### config.mk
export PLATFORM = sky130hd
export DESIGN_NAME = lze_ctrl
export DESIGN_NICKNAME = d
export VERILOG_FILES = /design/src/design/lze_pkg.sv /design/src/design/lze_ctrl.sv
export SDC_FILE = /design/constraint.sdc
export NUM_CORES = 1
export LEC_CHECK = 0
export ABC_AREA = 1
export ABC_CLOCK_PERIOD_IN_PS = 2900
export BUFFER_PORTS_ARGS = -buffer_cell sky130_fd_sc_hd__buf_2
export CAP_MARGIN = 20
export CORE_AREA = 2 2 39 41
export CTS_CLUSTER_DIAMETER = 100
export DETAILED_ROUTE_END_ITERATION = 12
export DIE_AREA = 0 0 41 43
export GPL_ROUTABILITY_DRIVEN = 0
export HOLD_SLACK_MARGIN = 0.15
export MAX_ROUTING_LAYER = met4
export SLEW_MARGIN = 20
export SYNTH_ARGS = -nofsm -noshare
export SYNTH_HDL_FRONTEND = slang
export SYNTH_SLANG_ARGS = --single-unit
export TNS_END_PERCENT = 1
### constraint.sdc
create_clock -name clk_i -period 2.9 [get_ports clk_i]
set_clock_uncertainty 0.05 [all_clocks]
set_input_delay 0.58 -clock clk_i [delete_from_list [all_inputs] [get_ports clk_i]]
set_output_delay 0.58 -clock clk_i [all_outputs]
set_load 0.005 [all_outputs]
### src/design/lze_pkg.sv
// Shared constants and controller/datapath command and status types
// for the LZ77 token encoder. No dependencies.
`default_nettype none
package lze_pkg;
  localparam int WINDOW_MAX = 1024;
  localparam int MAX_MATCH  = 255;
  localparam int HIST_AW    = $clog2(WINDOW_MAX);
  localparam int DIST_W     = 11;
  localparam int LEN_W      = 8;
  localparam int BYTE_W     = 8;
  localparam int PADDR_W    = 3;

  localparam logic [DIST_W-1:0] WIN_RESET = DIST_W'(1024);

  typedef struct packed {
    logic start;
    logic issue;
    logic finish;
  } cmd_t;

  typedef struct packed {
    logic skip;
    logic last_issue;
    logic emit;
    logic out_busy;
  } status_t;
endpackage
`default_nettype wire

### src/design/lze_ctrl.sv
// Sequencer: accept, window sweep, drain, finish.
// Depends on lze_pkg.
`default_nettype none
module lze_ctrl (
  input  wire logic             clk_i,
  input  wire logic             rst_ni,
  input  wire logic             in_valid_i,
  output      logic             in_ready_o,
  input  wire lze_pkg::status_t status_i,
  output      lze_pkg::cmd_t    cmd_o
);
  localparam logic [1:0] S_IDLE   = 2'd0;
  localparam logic [1:0] S_SWEEP  = 2'd1;
  localparam logic [1:0] S_DRAIN  = 2'd2;
  localparam logic [1:0] S_FINISH = 2'd3;

  logic [1:0] state_d, state_q;

  always_comb begin
    state_d    = state_q;
    cmd_o      = '0;
    in_ready_o = 1'b0;
    unique case (state_q)
      S_IDLE: begin
        in_ready_o = 1'b1;
        if (in_valid_i) begin
          cmd_o.start = 1'b1;
          state_d = status_i.skip ? S_FINISH : S_SWEEP;
        end
      end
      S_SWEEP: begin
        cmd_o.issue = 1'b1;
        if (status_i.last_issue) state_d = S_DRAIN;
      end
      S_DRAIN: state_d = S_FINISH;
      S_FINISH: begin
        if (!(status_i.emit && status_i.out_busy)) begin
          cmd_o.finish = 1'b1;
          state_d = S_IDLE;
        end
      end
      default: state_d = S_IDLE;
    endcase
  end

  always_ff @(posedge clk_i or negedge rst_ni) begin
    if (!rst_ni) state_q <= S_IDLE;
    else         state_q <= state_d;
  end
endmodule
`default_nettype wire

==> summary.txt <==
Timing
  • Slew @ Worst Pin: 197 ps
  • Fmax: 0.551 GHz
  • Tcrit/Tclk final: 0.626
  • Tmin final: 1820 ps
  • Unrepaired setup endpoints after global routing: no
  • Final hold violation count: 0
  • Relative slew slack: 0.869
  • Setup TNS: 0 ps
  • Slew Viols, Final: 0
  • Final setup viols: 0
  • Hold_ws: 491 ps

CTS
  • Clock Sinks: 2
  • # H-tree levels: 1
  • CTS Buffer Depth: 2
  • Resized cells post-CTS: 0
  • Skew-Pair Late Insertion Delay: 220 ps
  • CTS tree: built
  • CTS Root Cell: clkbuf_4
  • TritonCTS Buffers: 3
  • CTS clk-pin slew, worst paths: 30 ps

Final layout
  • Cell Count, Final, Fillers Out: 62
  • Layout cell share with drive strength beyond 1: 0.348
  • Largest register FFs: 2
  • Commonest cells after routing, fill and taps aside: nand2_1 (10), buf_2 (10), inv_1 (7)
  • Diode count: 0
  • Top flop regs: state_q x2
  • Top reg by flops: state_q
  • Total Nets Final: between 50 and 60
  • Syn-to-layout area delta: 48.2%

Yosys
  • Post-synth cell types: 11
  • Cells after synthesis: 32
  • Mapped Nets: 43
  • Post-synthesis register bit count: 2
  • Netlist Area Pre-Place: 213 um2
  • Synthesized area per cell: 6.65 um2
  • Register area share after synthesis: 0.235
  • Synth Warn #: 0

Global route
  • Vias in the first global route: 205
  • Tot GR Track Use: 0.0648
  • Largest net degree at the start of global routing: 7
  • Remaining Overflow, GRT: 0
  • Global-route wire length before repair: 724 um
  • Initial antenna violation count: 0

Detailed routing
  • Vias per std cell: 3.47
  • DRC viols: 0
  • ANT nets after route: 0
  • Wire length per cell: 6.98 um
  • DR iter-0 viols: 1
  • Drt pass-1 iters: 2
  • Routed WL: 433 um
  • Vias: approximately 220

Job
  • Number of max-cap violations: 0

Critical path
  • Top Family by Delay on Critical Path: flip-flops
  • Critical Path RT: 2270 ps
  • CP Buf/Inv Count: 3
  • Crit start category: flop
  • CP Cell Sequence: inv_1 > ha_1 > nand2_1 > inv_1 > buf_2
  • Slowest-stage cell, CP: dfrtp_1
  • Reg2Reg Depth: 5
  • Worst EP arrival: 1190 ps
  • CP Depth: 5
  • Critical Path End Type: primary output
  • Most frequent CP cell: inv_1
  • Worst Path Max Fanout: 6
  • Worst Path Class, Setup: reg -> out
  • Critical Path Max Stage Delay: 400 ps

Run status
  • Run status: completed

Min path
  • Worst Hold Path Cells: 2
  • Tightest Hold Check Type: reg -> reg

Power
  • Leakage: 0.197 nW
  • Pwr Total: ~280 uW
  • Maximum vdd drop: 155 uV
  • PD cells: 897 nW/um2

Place
  • Placed Cells: 58
  • PortBufs: 10
  • DP HPWL: 356 um

Die
  • Std-Cell Rows: 14
  • Core area: 1380 um2
  • Total die area: roughly 1800 um2
  • Initial core utilization: 0.154
  • Die Y: roughly 43 um
  • Die W: ~40 um
  • Num ports: 11
-- stage by stage --
stage	instance area (um2)	utilization	worst slack, ps
after detailed placement	283	0.204	1300
final	315	0.228	1080
after global routing	315	0.228	918
after floorplan	213	-	1440
after global placement	283	0.204	1340
after CTS	315	0.228	1050
-- worst paths after layout --
check	from	endpoint	slack (ps)
worst min register to register	state_q[1]	state_q[1]	490
worst min-delay path	state_q[1]	state_q[1]	490
max in group asynchronous	rst_ni	state_q[1]	2080
worst max-delay path	state_q[0]	cmd_o[2]	1080
worst max register to register	state_q[0]	state_q[0]	1660
min in group asynchronous	rst_ni	state_q[0]	620
-- cell type report --
class,instances,area (um2)
tap,16,20.0
clock buffer,3,22.5
timing repair buffer,11,60.1
multi-input combinational,23,136
inverter,7,26.3
sequential,2,50.0
fill,165,1070
-- cells by family (layout without fill, tap and decap cells) --
| family | count (synthesis) | count (layout) | share of synthesized area |
|---|---|---|---|
| fa+ha+maj | 4 | 4 | 0.235 |
| buf+inv | 7 | 21 | 0.124 |
| simple gates | 17 | 17 | 0.359 |
| compound gates | 2 | 2 | 0.0470 |
| flops | 2 | 2 | 0.235 |
-- per-layer routing --
layer / GRT usage / vias to the layer above / part of all wire
met5: - / - / 0
met4: 0.0600 / 0 / 0
met3: 0.0157 / 0 / 0.095
met2: 0.0906 / 8 / 0.47
met1: 0.0707 / 84 / 0.43
li1: - / 123 / -
-- timing repair --
item,CTS,global route
hold endpoints to repair,2,0
buffers inserted,0,0
hold buffers,1,0
-- synth_stat cells, drive strengths merged --
| library cell | n | area share |
|---|---|---|
| ha | 4 | 0.24 |
| dfrtp | 2 | 0.24 |
| nand2 | 12 | 0.24 |
| inv | 7 | 0.12 |
| o21ai | 1 | 0.024 |
| or2 | 1 | 0.029 |
| nand3 | 2 | 0.047 |
| a21oi | 1 | 0.024 |
| nor2 | 2 | 0.047 |
-- worst min-delay path: cells and delay by family (launching register included) --
family	cells	cell delay (ps)
DFF	1	380
and+or+nand+nor	2	120
-- report_power, final --
group          switching, mW  internal [mW]
Sequential            0.0148         0.0437
Combinational         0.0912         0.0726
Clock                 0.0151         0.0456
Total                  0.121          0.162
Note: power is estimated with default switching activity, not from simulation.
